File: src/sv/estg_pkg.sv
// Package with shared widths, codes, control structs and the sine table function.
`timescale 1ns / 1ps
package estg_pkg;

  localparam int FREQ_W     = 16;
  localparam int DUR_W      = 16;
  localparam int RATE_W     = 16;
  localparam int VOL_W      = 7;
  localparam int SAMPLE_W   = 16;
  localparam int TOTAL_W    = 22;
  localparam int PHASE_W    = 32;
  localparam int SINE_W     = 15;
  localparam int ENV_W      = 17;
  localparam int GAIN_W     = 17;
  localparam int G30_W      = 31;
  localparam int CFG_IDX_W  = 1;
  localparam int CFG_DATA_W = 16;

  localparam logic [RATE_W-1:0] RATE_RESET = 16'd16000;
  localparam logic [VOL_W-1:0]  VOL_RESET  = 7'd100;
  localparam logic [VOL_W-1:0]  VOL_MAX    = 7'd100;
  localparam int                AMPLITUDE  = 30000;
  localparam logic [RATE_W-1:0] MS_PER_S   = 16'd1000;

  localparam int RAMP_SAMPLES_DEF = 80;
  localparam int SINE_DEPTH_DEF   = 256;

  // Divider: 48-bit dividend, one quotient bit per cycle.
  localparam int DIV_DVD_W = FREQ_W + PHASE_W;
  localparam int DIV_STEPS = DIV_DVD_W;
  localparam int DIV_CNT_W = $clog2(DIV_STEPS + 1);

  // Gain = floor(vol * 2^16 / 100) as vol * ceil(2^40 / 100) >> 24, exact for vol <= 100.
  localparam int                GAIN_SHIFT = 24;
  localparam int                GAIN_RW    = 34;
  localparam logic [GAIN_RW-1:0] GAIN_RECIP =
    GAIN_RW'(((64'd1 << (16 + GAIN_SHIFT)) + 64'd99) / 64'd100);

  localparam logic [63:0] PI_HALF_Q30 = 64'd1686629713;

  typedef enum logic [CFG_IDX_W-1:0] {
    CFG_SAMPLE_RATE = 1'b0,
    CFG_VOLUME      = 1'b1
  } cfg_reg_t;

  typedef enum logic {
    CMD_START = 1'b0,
    CMD_TICK  = 1'b1
  } tone_cmd_t;

  typedef struct packed {
    logic take_item;
    logic cnt_load;
    logic cnt_store;
    logic inc_load;
    logic start_done;
    logic tick_phase;
    logic tick_rom;
    logic tick_mul1;
    logic tick_mul2;
    logic tick_out;
  } estg_cmd_t;

  typedef struct packed {
    logic div_busy;
    logic tone_active;
    logic out_busy;
  } estg_sts_t;

  // Quarter-wave sine entry in Q0.15 from an angle x in Q30, six Taylor terms.
  function automatic logic [SINE_W-1:0] sine_from_x(input logic [63:0] x);
    logic [63:0] t;
    logic [63:0] s;
    logic [63:0] v;
    t = x;
    s = x;
    t = (t * x) >> 30;
    t = (t * x) >> 30;
    t = t / 64'd6;
    s = (t > s) ? 64'd0 : s - t;
    t = (t * x) >> 30;
    t = (t * x) >> 30;
    t = t / 64'd20;
    s = s + t;
    t = (t * x) >> 30;
    t = (t * x) >> 30;
    t = t / 64'd42;
    s = (t > s) ? 64'd0 : s - t;
    t = (t * x) >> 30;
    t = (t * x) >> 30;
    t = t / 64'd72;
    s = s + t;
    t = (t * x) >> 30;
    t = (t * x) >> 30;
    t = t / 64'd110;
    s = (t > s) ? 64'd0 : s - t;
    v = (s * 64'd32767 + (64'd1 << 29)) >> 30;
    return (v > 64'd32767) ? SINE_W'(32767) : v[SINE_W-1:0];
  endfunction

endpackage

File: src/sv/estg_ctrl.sv
// Controller state machine sequencing start setup and per-tick sample computation.
`timescale 1ns / 1ps
module estg_ctrl import estg_pkg::*; (
  input  logic      clk,
  input  logic      rst,
  input  logic      in_valid,
  input  logic      in_cmd,
  output logic      in_ready,
  input  estg_sts_t sts,
  output estg_cmd_t cmd
);

  typedef enum logic [3:0] {
    IDLE,
    CNT_LOAD,
    CNT_WAIT,
    INC_LOAD,
    INC_WAIT,
    T_PHASE,
    T_ROM,
    T_MUL1,
    T_MUL2,
    T_OUT
  } state_t;

  state_t state;
  logic   accept;

  assign in_ready = (state == IDLE);
  assign accept   = in_valid && in_ready;

  always_ff @(posedge clk) begin
    if (rst) begin
      state <= IDLE;
    end else begin
      case (state)
        IDLE: begin
          if (accept) begin
            if (tone_cmd_t'(in_cmd) == CMD_START) begin
              state <= CNT_LOAD;
            end else if (sts.tone_active) begin
              state <= T_PHASE;
            end
          end
        end
        CNT_LOAD: state <= CNT_WAIT;
        CNT_WAIT: state <= INC_LOAD;
        INC_LOAD: state <= INC_WAIT;
        INC_WAIT: begin
          if (!sts.div_busy) begin
            state <= IDLE;
          end
        end
        T_PHASE: state <= T_ROM;
        T_ROM:   state <= T_MUL1;
        T_MUL1:  state <= T_MUL2;
        T_MUL2:  state <= T_OUT;
        T_OUT: begin
          if (!sts.out_busy) begin
            state <= IDLE;
          end
        end
        default: state <= IDLE;
      endcase
    end
  end

  always_comb begin
    cmd            = '0;
    cmd.take_item  = accept;
    cmd.cnt_load   = (state == CNT_LOAD);
    cmd.cnt_store  = (state == CNT_WAIT);
    cmd.inc_load   = (state == INC_LOAD);
    cmd.start_done = (state == INC_WAIT) && !sts.div_busy;
    cmd.tick_phase = (state == T_PHASE);
    cmd.tick_rom   = (state == T_ROM);
    cmd.tick_mul1  = (state == T_MUL1);
    cmd.tick_mul2  = (state == T_MUL2);
    cmd.tick_out   = (state == T_OUT) && !sts.out_busy;
  end

endmodule

File: config.mk
export PLATFORM = sky130hd
export DESIGN_NAME = estg_ctrl
export DESIGN_NICKNAME = d
export VERILOG_FILES = /design/src/sv/estg_pkg.sv /design/src/sv/estg_ctrl.sv
export SDC_FILE = /design/constraint.sdc
export NUM_CORES = 1
export LEC_CHECK = 0
export BUFFER_PORTS_ARGS = -buffer_cell sky130_fd_sc_hd__buf_2
export CORE_AREA = 4 4 41 43
export CTS_BUF_LIST = sky130_fd_sc_hd__clkbuf_4 sky130_fd_sc_hd__clkbuf_8
export DETAILED_ROUTE_END_ITERATION = 12
export DIE_AREA = 0 0 45 47
export PLACE_DENSITY_LB_ADDON = 0.3
export SLEW_MARGIN = 5
export SYNTH_ARGS = -nofsm -noshare
export SYNTH_HDL_FRONTEND = slang
export SYNTH_SLANG_ARGS = --single-unit
File: constraint.sdc
create_clock -name clk -period 1.4 [get_ports clk]
set_input_delay 0.07 -clock clk [delete_from_list [all_inputs] [get_ports clk]]
set_output_delay 0.07 -clock clk [all_outputs]
set_load 0.05 [all_outputs]
==> results of run 1 <==
==> where the power goes <==
part	total, uW	leakage (uW)	switching, uW	internal [uW]
clock network	161	0.0000138	63.5	97.0
logic	1530	0.000296	813	719
registers	246	0.0000353	65.6	180
total	1940	0.000345	943	996
==> cells in the final DEF, fill, tap and decap left out, types with 2 or more instances in the layout <==
cell type  instances
a211o_1            2
a211oi_1           2
a21o_1             2
buf_2              8
buf_4             15
buf_6              9
clkbuf_4           6
dfxtp_4            3
nand2b_1           2
nand2b_4           2
nor2_2             2
nor3_2             2
nor3_4             3
==> critical path: cells and delay by family, from the launching register on <==
family                 cells  cell delay [ps]
AND/OR/NAND/NOR            2              480
buffers and inverters      2              260
flip-flops                 1              350
==> final timing paths <==
kind             from       end  slack [ps]  cells past startpoint
max          state[2]    cmd[9]          -9                      4
min reg2reg  state[2]  state[2]         650                      2
min               rst  state[1]          80                      2
max reg2reg  state[2]  state[0]          10                      4
==> cell usage after synthesis <==
cell type | instances | area, sq um
a2111oi_2 | 2 | 30.03
nand2b_4 | 1 | 13.76
dfxtp_1 | 4 | 80.08
nor4_2 | 1 | 12.51
nand2b_1 | 3 | 18.77
or3b_1 | 1 | 8.760
a21boi_2 | 1 | 11.26
nor4_1 | 1 | 6.260
a211o_1 | 2 | 17.52
inv_1 | 1 | 3.750
or4b_1 | 1 | 10.01
and2_1 | 1 | 6.260
nor2_1 | 3 | 11.26
nand4bb_1 | 1 | 11.26
a211oi_1 | 2 | 15.01
nand4b_1 | 1 | 8.760
nor4b_1 | 1 | 8.760
nor3_1 | 5 | 25.02
buf_2 | 3 | 15.01
a311o_1 | 1 | 10.01
or2b_1 | 1 | 7.510
buf_6 | 1 | 11.26
o31ai_2 | 1 | 12.51
buf_4 | 1 | 7.510
nor2b_1 | 1 | 6.260
nand2_2 | 1 | 6.260
a21o_1 | 2 | 15.01
nor3b_1 | 1 | 7.510
==> cell families (layout without fill, tap and decap cells) <==
group	count (synthesis)	count (layout)
and+or+nand+nor	24	24
buffers and inverters	6	40
AOI/OAI and AO/OA	11	11
DFF	4	4
==> timing repair <==
action                                  4_1_cts  5_1_grt
hold endpoints to repair                      0        0
pin swaps                                     3        6
buffers inserted                              2        4
gates resized for setup                      16       20
endpoints found under the setup margin        9       10
==> metal layers <==
layer | GRT usage [%] | vias to the layer above | wire length (um)
met5 | 0 | - | 0
met4 | 6.433 | 0 | 9
met3 | 4.981 | 2 | 86
met2 | 23.16 | 16 | 717
met1 | 15.26 | 253 | 565
li1 | - | 243 | -
==> stage by stage <==
stage	cells	util [%]
after floorplan	45	-
after global placement	85	47.31
after detailed placement	85	47.31
after CTS	90	53.27
after global routing	94	61.73
final	94	61.73
==> final cells by class <==
type / instances / area (sq um)
inverters: 1 / 3.754
clock buffers: 3 / 22.52
well taps: 15 / 18.77
repair buffers: 36 / 291.5
fillers: 115 / 498.0
multi-input cells: 35 / 374.1
flip-flops and latches: 4 / 92.59
==> impl_metrics.csv, run 1 <==
group,metric,value,unit
final_layout,drive_gt1_share,75.95,%
floorplan,rows,13,
final_layout,num-nets-final,88,
floorplan,initial_utilization,30.58,%
floorplan,core_area,1301,sq um
floorplan,io_pins,18,
power,finalPower,1938,uW
final_layout,finalInstanceArea,803.3,sq um
detailed_routing,wl,1378,um
final_layout,syn_to_final_growth,101.9,%
final_layout,reg_top3,"state x4",
clock_tree,cts_max_level,1,
clock_tree,clockBufferDepth,2,
grt,grt_pass1_vias,503,
sta,hold_violations,0,
logic_synthesis,yosys-mux-area-fraction,0,%
worst_setup_path,max_stage_delay,350,ps
clock_tree,cts-buffers-inserted,3,
clock_tree,cts_tree,"done",
worst_setup_path,startpoint_type,"flop",
final_layout,antenna_cells,0,
clock_tree,clock_latency,250,ps
sta,setup_viol,1,
worst_setup_path,cp_cell_sequence,"buf_6 > nor4_4 > and2_4 > buf_8",
power,p_leak,0.0003451,uW
clock_tree,hold_buffers,0,
flow_run,max-cap-violations,0,
sta,holdWs,75.80,ps
place,io_buffers,17,
final_layout,largest_reg_flops,4,
logic_synthesis,synth_top_family_by_area,"simple AND/OR/NAND/NOR gates",
clock_tree,clk_pin_slew,50,ps
logic_synthesis,yosysSeqAreaShare,20.13,%
place,placed_area,615.6,sq um
sta,max_slew_margin,79.59,%
sta,rsz0062_at_grt,"yes",
grt,grt_usage,13.68,%
logic_synthesis,synthXorXnorAreaFrac,0,%
final_layout,regMostFlops,"state",
detailed_routing,drtAntennaViolNets,0,
status,outcome,"complete, but fails checks",
sta,timing.fmax,709.8,MHz
logic_synthesis,syn_nets,52,
worst_setup_path,worstPathMaxFanout,4,
logic_synthesis,synth.distinct_cells,28,
logic_synthesis,synthAdderAreaFrac,0,%
grt,grt_overflow,0,
floorplan,die_h,47,um
place,place_congestion,0.8058,
detailed_routing,wire_per_inst,14.66,um
worst_setup_path,cp.arrival,1340,ps
power,ir_worst_vdd,1.421,mV
sta,worst_slew_pin_slew,304.4,ps
worst_setup_path,worstSetupPathType,"flop to output port",
detailed_routing,drt_first_iter_violations,15,
detailed_routing,drc_errors,0,
sta,period_share,100.6,%
detailed_routing,firstDrtPassIters,4,
clock_tree,numClockSinks,4,
logic_synthesis,synth_area,397.9,sq um
logic_synthesis,synth_warnings,0,
logic_synthesis,syn_avg_cell_area,8.842,sq um
worst_setup_path,worstPathRequired,1330,ps
logic_synthesis,synthSimpleGateAreaFrac,42.45,%
status,violations,"negative setup slack",
place,dp_hpwl,875.3,um
grt,grt_max_degree,10,
grt,grt_pass1_wl,2090,um
sta,fin_skew,11.83,ps
logic_synthesis,synth_compound_area_share,27.99,%
floorplan,fp.dieW,45,um
clock_tree,cts-root-buf,"clkbuf_4",
floorplan,design.die.area,2115,sq um
worst_setup_path,slowest_stage,"dfxtp_4",
sta,fin_ws,-8.806,ps
power,power.density,2413,nW/um^2
sta,drv_slew,0,
worst_setup_path,cp-end-kind,"output port",
logic_synthesis,ys_ff_latch,4,
detailed_routing,vias,514,
hold_path,hold_path_class,"primary input to flop",
detailed_routing,viasPerCell,5.468,
sta,setup_tns,-8.806,ps
grt,grt_antenna_before_repair,0,
logic_synthesis,syn_inst,45,
place,dp_slack,20.99,ps
sta,layout_min_cycle_time,1409,ps
No activity file was read; power rests on OpenSTA's default activity.
==> inputs of run 2 (changes only) <==
--- a/config.mk
+++ b/config.mk
@@ -5,6 +5,7 @@
 export SDC_FILE = /design/constraint.sdc
 export NUM_CORES = 1
 export LEC_CHECK = 0
+export ABC_AREA = 1
 export BUFFER_PORTS_ARGS = -buffer_cell sky130_fd_sc_hd__buf_2
 export CORE_AREA = 4 4 41 43
 export CTS_BUF_LIST = sky130_fd_sc_hd__clkbuf_4 sky130_fd_sc_hd__clkbuf_8
==> run 2 against run 1 <==
  * The flow now finishes without violations
  * Global-route usage decreased by 1.7 points
  * Sequential power is 6% lower
  * Die area stayed put
  * First-iteration DRC count grew 13%
  * Non-clock buffer count down 19
  * Cell area fell by 33%
  * Synthesized cell count increased by 31%
  * Fmax grew 6.8%
  * Clock power decreased by 6%
  * Highest routed layer unchanged
==> impl_metrics.csv, run 2 <==
group,metric,value,unit
detailed_routing,wl,1050,um
sta,period_share,94.26,%
place,io_buffers,17,
status,outcome,"finished, final reports clean",
power,finalPower,1292,uW
floorplan,fp.dieW,45,um
logic_synthesis,synth_edf_count,0,
hold_path,holdPathStages,2,
clock_tree,cts-buffers-inserted,3,
power,p_leak,0.0002783,uW
worst_setup_path,worst-r2r-setup-slack,270,ps
clock_tree,clock_latency,240,ps
detailed_routing,drt_first_iter_violations,17,
sta,setup_tns,0,ps
final_layout,largest_reg_flops,4,
detailed_routing,firstDrtPassIters,4,
clock_tree,cts_tree,"done",
clock_tree,cts-root-buf,"clkbuf_4",
final_layout,reg_top3,"state x4",
final_layout,final_common_cell,"nor2_1",
logic_synthesis,synthXorXnorAreaFrac,0,%
logic_synthesis,ys_ff_latch,4,
worst_setup_path,cp-end-kind,"output port",
clock_tree,clockBufferDepth,2,
logic_synthesis,synthSimpleGateAreaFrac,58.90,%
worst_setup_path,worstSetupPathType,"flop to output port",
logic_synthesis,synth_compound_area_share,4.110,%
grt,grt_antenna_before_repair,0,
logic_synthesis,ys_top_cells_by_area,"dfxtp_1 (22%), nor2_1 (13%), nor2_4 (9.2%), inv_1 (8.2%), nand2_1 (8.2%)",
place,place_congestion,0.8009,
clock_tree,cts_max_level,1,
floorplan,initial_utilization,28.08,%
grt,busiest_layer,"met2",
sta,max_slew_margin,83.21,%
logic_synthesis,yosysMostFrequentCell,"nor2_1",
logic_synthesis,yosys-mux-area-fraction,0,%
power,ir_worst_vdd,0.9100,mV
place,placed_area,490.5,sq um
logic_synthesis,yosysSeqAreaShare,21.92,%
power,power.density,2407,nW/um^2
worst_setup_path,cp.arrival,1250,ps
worst_setup_path,worstPathRequired,1330,ps
logic_synthesis,syn_inst,59,
detailed_routing,wire_per_inst,11.29,um
sta,rsz0062_at_grt,"no",
floorplan,io_pins,18,
flow_run,max-cap-violations,0,
power,netSwitchingFraction,61.68,%
grt,use_met1,13.44,%
final_layout,finalInstanceArea,536.8,sq um
sta,drv_slew,0,
power,switchingPower,796.9,uW
worst_setup_path,worstPathMaxFanout,5,
final_layout,antenna_cells,0,
logic_synthesis,synth_top_cell_area_share,21.92,%
grt,grt_pass1_wl,1814,um
detailed_routing,drc_errors,0,
clock_tree,postCtsSetupRepairBufs,0,
logic_synthesis,synthAdderAreaFrac,0,%
sta,fin_skew,0.8770,ps
power,combPwrFrac,70.4,%
worst_setup_path,reg2reg_depth,7,
logic_synthesis,synth_top_family_by_area,"simple AND/OR/NAND/NOR gates",
final_layout,num-nets-final,87,
detailed_routing,vias,453,
sta,setup_viol,0,
grt,grt_use_met3,2.682,%
grt,grt_usage,11.94,%
power,intPower,495.0,uW
power,p_clk_share,11.7,%
logic_synthesis,syn_nets,66,
logic_synthesis,yosysTopAreaCell,"dfxtp_1",
sta,layout_min_cycle_time,1320,ps
hold_path,hold_path_class,"primary input to flop",
final_layout,syn_to_final_growth,46.92,%
logic_synthesis,netlist_top_cells_count,"nor2_1 (13), inv_1 (8), nand2_1 (8)",
power,pwr-share-seq,17.9,%
floorplan,rows,13,
sta,worst_slew_pin_slew,253.6,ps
final_layout,mostFrequentLayoutCells,"nor2_1 (12), buf_2 (11), inv_1 (8), nand2_1 (8), clkbuf_4 (7)",
sta,timing.fmax,757.8,MHz
clock_tree,numClockSinks,4,
grt,grt_pass1_vias,448,
logic_synthesis,ys.flop_type,"dfxtp_1",
grt,grt_max_degree,7,
logic_synthesis,synth_warnings,0,
floorplan,core_area,1301,sq um
floorplan,design.die.area,2115,sq um
worst_setup_path,startpoint_type,"flop",
floorplan,die_h,47,um
logic_synthesis,synth_area,365.4,sq um
final_layout,regMostFlops,"state",
grt,met2_usage,20.62,%
detailed_routing,drtAntennaViolNets,0,
grt,grt_overflow,0,
logic_synthesis,synth.distinct_cells,17,
detailed_routing,viasPerCell,4.871,
sta,holdWs,9.100,ps
clock_tree,clk_pin_slew,40,ps
final_layout,drive_gt1_share,50.00,%
logic_synthesis,syn_avg_cell_area,6.192,sq um
logic_synthesis,ys_async_sr_fraction,0,%
place,dp_hpwl,877.9,um
sta,hold_violations,0,
run 2: changes by cell type after synthesis, sizes merged, moves of 4 or more:
cell    previous run  this run
nor2               3        16
buf                5         1
nand3              0         6
nand2b             4         0
nand2              1        11
inv                1        12
run 2: timing repair:
action | 4_1_cts | 5_1_grt
hold buffers | 0 | 0
gates resized for setup | 4 | 7
setup endpoints to repair | 5 | 8
run 2: final timing paths:
check,from,endpoint
max reg2reg,state[1],state[2]
max,state[1],in_ready
min reg2reg,state[3],state[1]
min,rst,state[3]
run 2: per-stage QoR:
step	setup WS (ps)	std cells	util, %
after detailed placement	129.0	90	37.69
final	80.35	93	41.25
after CTS	24.16	93	40.10
after floorplan	-164.9	59	-
after global placement	121.9	90	37.69
after global routing	0.9943	93	41.25
run 2: final cells by class:
| cell class | count | area (sq um) |
|---|---|---|
| clock buffer | 3 | 22.52 |
| fill | 152 | 764.5 |
| inverter | 12 | 47.55 |
| multi-input combinational | 42 | 261.5 |
| sequential | 4 | 86.33 |
| tap | 15 | 18.77 |
| timing repair buffer | 17 | 100.1 |
run 2: cells by family (layout without fill, tap and decap cells):
group                  after synthesis  in the layout
AND/OR/NAND/NOR                     39             39
buffers and inverters               13             32
flip-flops                           4              4
AO/OA/AOI/OAI                        3              3
run 2: routing by layer:
layer,wire length (um),vias up
li1,-,224
met1,433,207
met2,522,19
met3,71,3
met4,22,0
met5,0,-
run 2: power groups by stage:
stage | clock (uW) | combinational, uW | sequential [uW]
2_1_floorplan | 0 | 746 | 207
3_3_place_gp | 0 | 884 | 219
3_5_place_dp | 0 | 890 | 217
4_1_cts | 151 | 904 | 221
5_1_grt | 154 | 992 | 240
6_report | 151 | 909 | 231
run 2: worst max-delay path: stages, from the launching register on:
cell and delay (ps):
dfxtp_1 340, inv_1 130, nand2_4 110, nor2_4 140
buf_2 280
==> inputs of run 3 (changes only) <==
==> constraint.sdc (replaced) <==
create_clock -name clk -period 1.1 [get_ports clk]
set_input_delay 0.055 -clock clk [delete_from_list [all_inputs] [get_ports clk]]
set_output_delay 0.055 -clock clk [all_outputs]
set_load 0.05 [all_outputs]
==> run 3 against run 2 <==
  * The flow now finishes with violations (negative setup slack)
  * Critical path depth down 1
  * Combinational power rose by 110%
  * Clock skew up 6.5 ps
  * Die area stayed put
  * Sequential cell count is the same
  * Global-route usage grew 0.87 points
  * Sequential share of layout area is 4.9 points lower
  * Routed wire length is 23% higher
  * Cell area increased by 58%
  * Critical path type unchanged
==> impl_metrics.csv, run 3 (same netlist as run 2, synthesis figures left out) <==
group,metric,value,unit
status,outcome,"complete, but fails checks",
status,violations,"negative setup slack",
detailed_routing,wl,1291,um
detailed_routing,viasPerCell,4.565,
detailed_routing,drc_errors,0,
place,dp.cells,94,
final_layout,reg_top3,"state x4",
clock_tree,numClockSinks,4,
clock_tree,cts-buffers-inserted,3,
power,ir_worst_vdd,1.722,mV
floorplan,core_area,1301,sq um
grt,grt_antenna_before_repair,0,
sta,drv_slew,0,
power,power.density,2934,nW/um^2
floorplan,die_h,47,um
sta,layout_min_cycle_time,1249,ps
sta,worst_slew_pin_slew,256.1,ps
power,p_leak,0.0003863,uW
hold_path,hold_path_class,"primary input to flop",
worst_setup_path,worstPathRequired,1040,ps
sta,fin_skew,7.382,ps
sta,max_slew_margin,82.77,%
grt,grt_usage,12.81,%
detailed_routing,firstDrtPassIters,4,
grt,grt_pass1_vias,496,
detailed_routing,drt_first_iter_violations,9,
grt,grt_pass1_wl,1994,um
sta,rsz0062_at_grt,"yes",
worst_setup_path,startpoint_type,"flop",
clock_tree,cts-root-buf,"clkbuf_4",
floorplan,io_pins,18,
power,finalPower,2489,uW
floorplan,design.die.area,2115,sq um
detailed_routing,drtAntennaViolNets,0,
place,dp_hpwl,829.6,um
detailed_routing,wire_per_inst,11.95,um
final_layout,fin_cells,108,
floorplan,fp.dieW,45,um
floorplan,rows,13,
final_layout,mostFrequentLayoutCells,"buf_4 (11), nor2_4 (8), nor2_1 (8), nand2_1 (7), buf_6 (7)",
place,dp_slack,-9.670,ps
worst_setup_path,cp-end-kind,"output port",
detailed_routing,vias,493,
sta,timing.fmax,800.9,MHz
sta,setup_viol,13,
clock_tree,cts_tree,"done",
sta,setup_tns,-1259,ps
sta,hold_violations,0,
clock_tree,clockBufferDepth,2,
clock_tree,clk_pin_slew,40,ps
final_layout,regMostFlops,"state",
worst_setup_path,worstPathMaxFanout,4,
grt,grt_overflow,0,
worst_setup_path,cp.arrival,1190,ps
final_layout,drive_gt1_share,68.82,%
clock_tree,clock_latency,240,ps
clock_tree,cts_max_level,1,
flow_run,max-cap-violations,0,
final_layout,largest_reg_flops,4,
place,io_buffers,17,
floorplan,initial_utilization,28.08,%
sta,period_share,113.5,%
sta,fin_ws,-148.5,ps
final_layout,final_common_cell,"buf_4",
place,place_congestion,0.8072,
final_layout,antenna_cells,0,
worst_setup_path,worstSetupPathType,"flop to output port",
final_layout,num-nets-final,101,
final_layout,syn_to_final_growth,132.2,%
grt,grt_max_degree,7,
run 3: cell count changes in the layout (fill, tap and decap cells not counted), moves of 3 or more:
| cell | before | now |
|---|---|---|
| clkbuf_4 | 7 | 4 |
| buf_8 | 0 | 5 |
| buf_4 | 2 | 11 |
| nor2_1 | 12 | 8 |
| buf_2 | 11 | 6 |
| nor2_4 | 3 | 8 |
| dfxtp_4 | 1 | 4 |
| buf_6 | 0 | 7 |
run 3: worst paths after layout:
kind	start	endpoint	slack [ps]	depth (start not counted)
max reg2reg	state[0]	state[2]	-40	7
max	state[2]	cmd[0]	-150	3
min reg2reg	state[3]	state[1]	490	1
min	sts[0]	state[3]	120	3
run 3: layout make-up:
cell class	count	area (sq um)
fill	110	452.9
multi-input combinational	42	345.3
timing repair buffer	31	296.5
sequential	4	95.09
inverter	12	62.56
clock buffer	4	30.03
tap	15	18.77
run 3: stage by stage:
step | util (%) | hold slack [ps] | cell area, sq um
2_1_floorplan | - | 116.7 | 437.9
3_3_place_gp | 43.37 | 246.2 | 564.3
3_5_place_dp | 43.37 | 250.8 | 564.3
4_1_cts | 56.54 | 149.7 | 735.7
5_1_grt | 65.19 | 126.2 | 848.3
6_report | 65.19 | 121.5 | 848.3
run 3: worst max-delay path, stage by stage (launching register included):
cell and delay (ps):
dfxtp_4 360, buf_12 130, nor4_4 270, buf_6 190
run 3: what timing repair did:
| action | in CTS | in global routing |
|---|---|---|
| gates cloned | 0 | 0 |
| hold endpoints to repair | 1 | 0 |
| setup endpoints to repair | 11 | 14 |
| pin swaps | 6 | 4 |
| buffers inserted | 5 | 4 |
| hold buffers | 1 | 0 |
| gates resized for setup | 30 | 16 |
run 3: where the power goes:
part / switching, uW / internal, uW
Clock: 72.2 / 161
Sequential: 96.7 / 222
Combinational: 1130 / 806
run 3: routing by layer:
metal | up-vias | routed length [um] | track usage [%] | part of all wire [%]
met5 | - | 0 | 0 | 0
met4 | 0 | 0 | 1.754 | 0
met3 | 0 | 61 | 4.598 | 4.7
met2 | 11 | 752 | 22.60 | 58
met1 | 232 | 477 | 15.26 | 37
li1 | 250 | - | - | -
